==> config.mk <==
export PLATFORM = sky130hd
export DESIGN_NAME = ifri_ofifo
export DESIGN_NICKNAME = d
export VERILOG_FILES = /design/src/hw/rtl/ifri_pkg.sv /design/src/hw/rtl/ifri_ofifo.sv
export SDC_FILE = /design/constraint.sdc
export NUM_CORES = 1
export LEC_CHECK = 0
export BUFFER_PORTS_ARGS = -buffer_cell sky130_fd_sc_hd__buf_2
export CELL_PAD_IN_SITES_DETAIL_PLACEMENT = 0
export CELL_PAD_IN_SITES_GLOBAL_PLACEMENT = 1
export CORE_MARGIN = 3
export CORE_UTILIZATION = 45
export CTS_CLUSTER_SIZE = 16
export DETAILED_ROUTE_END_ITERATION = 8
export PLACE_DENSITY = 0.7
export SKIP_CTS_REPAIR_TIMING = 1
export SYNTH_ARGS = -nofsm -noshare
export SYNTH_HDL_FRONTEND = slang
export SYNTH_SLANG_ARGS = --single-unit
==> constraint.sdc <==
create_clock -name clk -period 2.2 [get_ports clk]
set_input_delay 0.33 -clock clk [delete_from_list [all_inputs] [get_ports clk]]
set_output_delay 0.33 -clock clk [all_outputs]
set_load 0.01 [all_outputs]
==> src/hw/rtl/ifri_pkg.sv <==
`default_nettype none
// ----------------------------------------------------------------------------
// ifri_pkg: shared types and constants of the image flip/rotate/invert engine
// Field widths, register indexes, mode codes and the result queue shape.
// ----------------------------------------------------------------------------
package ifri_pkg;

	localparam int PIX_W      = 8;
	localparam int DIM_W      = 9;
	localparam int TOT_W      = 2 * DIM_W;
	localparam int MODE_W     = 3;
	localparam int CFG_IDX_W  = 2;
	localparam int CFG_DATA_W = 9;

	localparam int MAX_WIDTH_DEF  = 256;
	localparam int MAX_HEIGHT_DEF = 256;
	localparam int DIM_RESET      = 256;

	localparam logic [PIX_W-1:0] PIX_MAX = 8'hFF;

	// register indexes on the configuration port
	localparam logic [CFG_IDX_W-1:0] REG_MODE   = 2'd0;
	localparam logic [CFG_IDX_W-1:0] REG_WIDTH  = 2'd1;
	localparam logic [CFG_IDX_W-1:0] REG_HEIGHT = 2'd2;

	// transform codes; the remaining codes pass pixels through in input order
	localparam logic [MODE_W-1:0] MODE_INVERT = 3'd0;
	localparam logic [MODE_W-1:0] MODE_VFLIP  = 3'd1;
	localparam logic [MODE_W-1:0] MODE_HFLIP  = 3'd2;
	localparam logic [MODE_W-1:0] MODE_CW     = 3'd3;
	localparam logic [MODE_W-1:0] MODE_CCW    = 3'd4;

	// result queue: depth must be a power of two
	localparam int OFIFO_DEPTH = 8;
	localparam int OFIFO_CNT_W = $clog2(OFIFO_DEPTH + 1);

	typedef struct packed {
		logic [PIX_W-1:0] pixel;
		logic             last;
	} out_word_t;

	// zero acts as one, anything above the maximum saturates
	function automatic logic [DIM_W-1:0] clamp_dim(logic [DIM_W-1:0] v, int maxv);
		logic [DIM_W-1:0] r;
		if (v == '0) begin
			r = DIM_W'(1);
		end else if (int'(v) > maxv) begin
			r = DIM_W'(maxv);
		end else begin
			r = v;
		end
		return r;
	endfunction

endpackage
`default_nettype wire

==> src/hw/rtl/ifri_ofifo.sv <==
`default_nettype none
// ----------------------------------------------------------------------------
// ifri_ofifo: result queue
// Small register queue that decouples the store pipeline from the result side.
// ----------------------------------------------------------------------------
module ifri_ofifo (
	input  wire logic                             clk,
	input  wire logic                             arst_n,
	input  wire logic                             push,
	input  wire ifri_pkg::out_word_t              push_word,
	input  wire logic                             pop,
	output logic                                  head_valid,
	output ifri_pkg::out_word_t                   head_word,
	output logic [ifri_pkg::OFIFO_CNT_W-1:0]      count
);
	import ifri_pkg::*;

	localparam int PTR_W = (OFIFO_DEPTH > 1) ? $clog2(OFIFO_DEPTH) : 1;

	out_word_t              fifo_mem_q [OFIFO_DEPTH];
	logic [PTR_W-1:0]       wr_ptr_q;
	logic [PTR_W-1:0]       rd_ptr_q;
	logic [OFIFO_CNT_W-1:0] count_q;

	always_ff @(posedge clk) begin
		if (push) begin
			fifo_mem_q[wr_ptr_q] <= push_word;
		end
	end

	always_ff @(posedge clk or negedge arst_n) begin
		if (!arst_n) begin
			wr_ptr_q <= '0;
			rd_ptr_q <= '0;
			count_q  <= '0;
		end else begin
			if (push) begin
				wr_ptr_q <= wr_ptr_q + PTR_W'(1);
			end
			if (pop) begin
				rd_ptr_q <= rd_ptr_q + PTR_W'(1);
			end
			case ({push, pop})
				2'b10:   count_q <= count_q + OFIFO_CNT_W'(1);
				2'b01:   count_q <= count_q - OFIFO_CNT_W'(1);
				default: count_q <= count_q;
			endcase
		end
	end

	assign head_valid = (count_q != '0);
	assign head_word  = fifo_mem_q[rd_ptr_q];
	assign count      = count_q;

endmodule
`default_nettype wire

==> summary.txt, run 1 <==
Run status
  • Outcome: complete, but fails checks
  • Failing checks: negative setup slack

Final layout
  • Area Overhead vs Synth: 16.7%
  • Area of the multi-input gates: 870 µm²
  • Fin nets: 220
  • FILL cells: 559
  • Final non-filler cell total: 302
  • Antenna Cells: 0
  • Layout cells sized above 1: 0.364
  • Storage cell area: 0.00241 mm²

Routing
  • Iter 0 DRT Violations: 104
  • Vias: 1593
  • Post-DRT Antenna Nets: 0
  • DRC: 0
  • Routed WL: 5980 µm
  • Vias per inst: 5.27
  • Wirelength per Cell: 19.8 µm
  • First-pass iteration count of the detailed router: 4

Critical path
  • Kind of cell adding the most delay to the critical path: multiplexers
  • Crit. End Element: output pin
  • Worst setup path class: reg -> out
  • Crit path DAT: 1.87 ns
  • Cell Chain, Critical Path: buf_12 -> mux4_1 -> mux2_4 -> buf_2
  • Startpoint Class: flop
  • Crit path largest cell delay: 0.56 ns
  • CP required: 1.87 ns
  • CP Buf/Inv Count: 2
  • R2R Setup Slk: 0.73 ns
  • Worst Path Max Fanout: 10
  • CP max-delay cell: mux4_1

Flow run
  • Maxcap violations: 0

CTS
  • TritonCTS clock tree: built
  • Clk sinks: 82
  • Clk Latency, worst-skew pair: 0.34 ns
  • Total CTS buffers: 9
  • CTS Root Cell: clkbuf_8
  • Clock Path Buffers: 2
  • CTS clk-pin slew, worst paths: 0.07 ns
  • H-tree depth: 3

Power
  • Net Sw Frac: 0.288
  • Sw Pwr: 1.46 mW
  • Power share of the sequential group: 0.427
  • Tot Pwr: 5.09 mW
  • Static Leakage: 1.41 nW
  • Internal power: 3.62 mW
  • PD cells: 1300 mW/mm²
  • Logic pwr share: 0.349
  • Max VDD drop: 0.638 mV
  • Clk pwr share: 0.224

STA
  • Slew @ Worst Pin: 0.264 ns
  • Clk_skew: 0.0106 ns
  • Slew HR: 0.824
  • Unrepaired setup endpoints after global routing: yes
  • Fin crit period: 2.20 ns
  • Fin. Hold Viols: 0
  • Maximum clock rate: 454 MHz
  • Final setup viols: 1
  • Fin crit share: 1.00
  • Worst Setup Slack, final: -0.00322 ns
  • Max Slew Vio Count: 0

Placed design
  • Final Wtd Congestion: 0.694
  • DP HPWL: 3610 µm
  • Worst slack, placed: 0.305 ns
  • Port bufs: 26
  • # placed instances: 285

Yosys
  • Mapped Cells: 157
  • Syn avg cell area: 21.3 µm²
  • Register area share after synthesis: 0.722
  • Post-synthesis register bit count: 82
  • Syn Nets: 175
  • Post-synth cell types: 24
  • YS warnings: 0
  • Cell area after synthesis: 0.00334 mm²

Die
  • Num rows: 30
  • Die height: 92.1 µm
  • Die width: 92.1 µm
  • I/O pin count: 27
  • Initial core utilization: 0.478
  • Core area: 0.00698 mm²
  • DIE AREA: 0.00849 mm²

Global routing
  • Tot GR Track Use: 0.148
  • Initial antenna violation count: 0
  • Overflow after GRT: 0
  • Largest net degree at the start of global routing: 21
  • Vias in the first global route: 1638
  • First-pass GRT wire length: 9050 µm

Hold path
  • HP Class: in -> reg
cells by family (layout without fill, tap and decap cells):
kind of cell	count (synthesis)	after routing	share of synthesized area
flops	82	82	0.722
buf+inv	6	55	0.0150
compound gates	3	3	0.00487
xor+xnor	9	9	0.0236
mux	30	30	0.182
simple gates	22	22	0.0333
fa+ha+maj	5	5	0.0187
area by class of cell:
cell class	instances	area share
flip-flops and latches	82	0.619
clock buffers	9	0.0318
clock inverters	6	0.0209
multi-input cells	69	0.223
repair buffers	39	0.0732
well taps	96	0.0308
inverters	1	0.000963
per-layer routing:
layer	vias to the layer above	GRT usage	wire length [µm]
li1	725	-	-
met1	823	0.193	2750
met2	35	0.235	2920
met3	10	0.0320	187
met4	0	0.0780	128
met5	-	0	0
worst register-to-register path, stage by stage (launching register included):
cell and delay (ns):
dfrtp_1 0.46, nand2b_1 0.10, or4b_1 0.48, a31oi_1 0.20, xor2_1 0.15
metrics by stage:
step | hold slack (ns) | cell area, µm² | TNS, ns | utilization
after floorplan | 0.0344 | 3340 | 0 | -
after global placement | 0.200 | 3650 | 0 | 0.523
after detailed placement | 0.211 | 3650 | 0 | 0.523
after CTS | -0.162 | 3860 | -0.418 | 0.552
after global routing | 0.237 | 3900 | -0.546 | 0.558
final | 0.245 | 3900 | -0.00322 | 0.558
power by group through the flow:
stage               registers, mW  clock network [mW]  logic [mW]
floorplan                    2.16                   0        1.20
global placement             2.17                   0        1.65
detailed placement           2.19                   0        1.71
CTS                          2.16                1.16        1.71
global route                 2.20                1.22        1.92
finish                       2.17                1.14        1.77
cells in the mapped netlist:
cell type | n | area [µm²]
nand2_1 | 5 | 18.8
or3_1 | 1 | 6.26
mux4_1 | 9 | 236
edfxtp_1 | 72 | 2160
a31oi_1 | 1 | 6.26
xnor2_1 | 3 | 26.3
mux4_2 | 9 | 203
or4b_1 | 1 | 10.0
inv_1 | 1 | 3.75
nand3b_1 | 1 | 7.51
xor2_1 | 6 | 52.6
o21ai_0 | 1 | 5.00
buf_2 | 3 | 15.0
nor3_1 | 2 | 10.0
nor2_1 | 7 | 26.3
mux2_2 | 3 | 33.8
a21oi_1 | 1 | 5.00
buf_12 | 1 | 20.0
ha_1 | 5 | 62.6
buf_6 | 1 | 11.3
nand2b_1 | 4 | 25.0
dfrtp_1 | 10 | 250
or4_1 | 1 | 7.51
mux2_4 | 9 | 135
registers in the layout (all words and copies together) (netlist names):
register,count
rd_ptr_q,3
fifo_mem_q,72
wr_ptr_q,3
count,4
placed cells by master (no fill, tap or decap), types with 4 or more instances in the layout:
cell type,n
buf_2,24
buf_4,9
clkbuf_8,9
dfrtp_1,9
edfxtp_1,72
ha_1,5
mux2_4,9
mux4_1,7
mux4_2,11
nand2_1,5
nand2b_1,4
nor2_1,7
xor2_1,6
path summary, 6_finish.rpt:
check,from,end,cells past startpoint
worst max-delay path,rd_ptr_q[0]$_DFFE_PN0P_,head_word[8],4
worst min-delay path,push,wr_ptr_q[0]$_DFFE_PN0P_,2
worst max register to register,count[0]$_DFFE_PN0P_,count[3]$_DFFE_PN0P_,4
worst min register to register,count[3]$_DFFE_PN0P_,count[3]$_DFFE_PN0P_,1
max in group asynchronous,arst_n,rd_ptr_q[0]$_DFFE_PN0P_,2
min in group asynchronous,arst_n,count[1]$_DFFE_PN0P_,2
No activity file was read; power rests on OpenSTA's default activity.
==> inputs of run 2 (changes only) <==
clock period = 2.7 ns   (was 2.2 ns; I/O delays follow)
==> run 2 against run 1 <==
  * The run now ends clean
  * Critical path depth down 1
  * Sequential cell count unchanged
  * Core utilization down 0.90 points
  * Sequential power down 15%
==> summary.txt, run 2 (synthesis gave the netlist of run 1 again) <==
Final layout
  • Storage cell area: 0.00241 mm² (about the same)
  • Largest register by flop count: fifo_mem_q
  • Antenna Cells: 0 (unchanged)
  • FILL cells: 562 (+0.54%)
  • Most common cell after layout, fill and taps aside: edfxtp_1
  • Area Overhead vs Synth: 14.8%
  • Fin nets: 218 (-0.91%)
  • Layout cells sized above 1: 0.353 (-0.0111)
  • Commonest cells after routing, fill and taps aside: 72 x edfxtp_1, 26 x buf_2, 10 x dfrtp_1, 10 x buf_4
  • Area of the multi-input gates: 877 µm² (+0.86%)
  • Final non-filler cell total: 300 (-0.66%)
  • Max reg flops: 72 (unchanged)

CTS
  • CTS Root Cell: clkbuf_8
  • H-tree depth: 3 (unchanged)
  • TritonCTS clock tree: built
  • Clk sinks: 82 (unchanged)
  • Clock Path Buffers: 2 (unchanged)
  • Clk Latency, worst-skew pair: 0.34 ns (about the same)
  • Total CTS buffers: 9 (unchanged)
  • CTS clk-pin slew, worst paths: 0.08 ns (about the same)

Flow run
  • Maxcap violations: 0 (unchanged)

Power
  • Power share of the sequential group: 0.461 (+0.034)
  • PD cells: 1040 mW/mm² (-20%)
  • Internal power: 2.84 mW (-22%)
  • Net Sw Frac: 0.291 (+0.00324)
  • Sw Pwr: 1.16 mW (-20%)
  • Max VDD drop: 0.482 mV (-24%)
  • Clk pwr share: 0.230 (+0.006)
  • Logic pwr share: 0.308 (-0.041)
  • Static Leakage: 1.39 nW (-1.5%)

STA
  • Slew @ Worst Pin: 0.814 ns (+0.550 ns)
  • Post-Route Setup TNS: 0 ns (+0.00322 ns)
  • Maximum clock rate: 405 MHz
  • Final setup viols: 0 (-1)
  • Fin. Hold Viols: 0 (unchanged)
  • Unrepaired setup endpoints after global routing: no
  • Max Slew Vio Count: 0 (unchanged)
  • Clk_skew: 0.00728 ns (-0.00333 ns)
  • Slew HR: 0.457 (-0.367)
  • Fin crit period: 2.47 ns
  • Fin crit share: 0.914

Routing
  • Post-DRT Antenna Nets: 0 (unchanged)
  • Iter 0 DRT Violations: 95 (-8.7%)
  • First-pass iteration count of the detailed router: 5 (+1)
  • DRC: 0 (unchanged)
  • Routed WL: 6010 µm (+0.52%)
  • Vias per inst: 5.26 (-0.22%)
  • Wirelength per Cell: 20.0 µm (+1.2%)
  • Vias: 1579 (-0.88%)

Die
  • Die width: 92.1 µm (unchanged)
  • DIE AREA: 0.00849 mm² (unchanged)
  • I/O pin count: 27 (unchanged)
  • Die height: 92.1 µm (unchanged)
  • Num rows: 30 (unchanged)
  • Core area: 0.00698 mm² (unchanged)
  • Initial core utilization: 0.478 (unchanged)

Critical path
  • Worst setup path class: reg -> out
  • Startpoint Class: flop
  • R2R Setup Slk: 1.01 ns (+0.28 ns)
  • Crit path DAT: 2.06 ns (+0.19 ns)
  • Worst Path Max Fanout: 20 (+10)
  • CP required: 2.30 ns (+0.43 ns)
  • Crit. End Element: output pin

Placed design
  • Port bufs: 26 (unchanged)
  • Final Wtd Congestion: 0.710 (+2.4%)
  • DP HPWL: 3820 µm (+5.6%)
  • # placed instances: 284 (-0.35%)

Global routing
  • Overflow after GRT: 0 (unchanged)
  • First-pass GRT wire length: 9160 µm (+1.2%)
  • Vias in the first global route: 1674 (+2.2%)
  • Tot GR Track Use: 0.151 (+0.00276)
  • Largest net degree at the start of global routing: 21 (unchanged)
  • Initial antenna violation count: 0 (unchanged)

Run status
  • Outcome: finished clean

Hold path
  • HP Class: in -> reg
==> run 2: cell types whose count changed in the layout (fill, tap and decap cells not counted), sizes merged <==
cell / change
clkinvlp: +1
clkbuf: -1
inv: -1
buf: -1
==> run 2: cell type report <==
cell class,count,area share
Sequential cell,82,0.629
Inverter,1,0.000979
Multi-Input combinational cell,69,0.229
Clock buffer,9,0.0323
Clock inverter,6,0.0215
Tap cell,96,0.0313
Timing Repair Buffer,37,0.0561
==> run 2: metrics by stage <==
stage          hold slack, ns  total power, mW  area (µm²)   util  worst slack [ns]
6_report                0.323             4.00        3830  0.549             0.233
5_1_grt                 0.320             4.21        3830  0.549             0.124
4_1_cts               -0.0920             4.05        3820  0.548             0.188
3_5_place_dp            0.283             3.13        3620  0.518             0.565
3_3_place_gp            0.274             3.06        3620  0.518             0.609
2_1_floorplan           0.109             2.73        3340      -             0.893
==> run 2: power groups by stage <==
| stage | clock network, mW | registers (mW) | logic (mW) |
|---|---|---|---|
| floorplan | 0 | 1.76 | 0.977 |
| detailed placement | 0 | 1.88 | 1.25 |
| finish | 0.922 | 1.85 | 1.23 |
| CTS | 0.945 | 1.85 | 1.26 |
| global route | 1.00 | 1.88 | 1.33 |
| global placement | 0 | 1.86 | 1.20 |
==> run 2: final timing paths <==
| check | startpoint | endpoint | cells after the start |
|---|---|---|---|
| setup / recovery | rd_ptr_q[1]$_DFFE_PN0P_ | head_word[8] | 3 |
| setup reg to reg | wr_ptr_q[0]$_DFFE_PN0P_ | fifo_mem_q[4][3]$_DFFE_PP_ | 3 |
| hold reg to reg | count[3]$_DFFE_PN0P_ | count[3]$_DFFE_PN0P_ | 1 |
| min in group asynchronous | arst_n | rd_ptr_q[1]$_DFFE_PN0P_ | 2 |
| hold / removal | push_word[6] | fifo_mem_q[6][6]$_DFFE_PP_ | 1 |
| max in group asynchronous | arst_n | wr_ptr_q[1]$_DFFE_PN0P_ | 2 |
==> run 2: critical path: stages (launching register included) <==
cell and delay, ns:
dfrtp_1 0.88, mux4_2 0.42, mux2_4 0.27, buf_2 0.14
==> run 2: per-layer routing <==
metal | vias up | part of all wire | track usage
met5 | - | 0 | 0
met4 | 0 | 0.016 | 0.0631
met3 | 10 | 0.038 | 0.0353
met2 | 32 | 0.53 | 0.257
met1 | 810 | 0.42 | 0.186
li1 | 727 | - | -
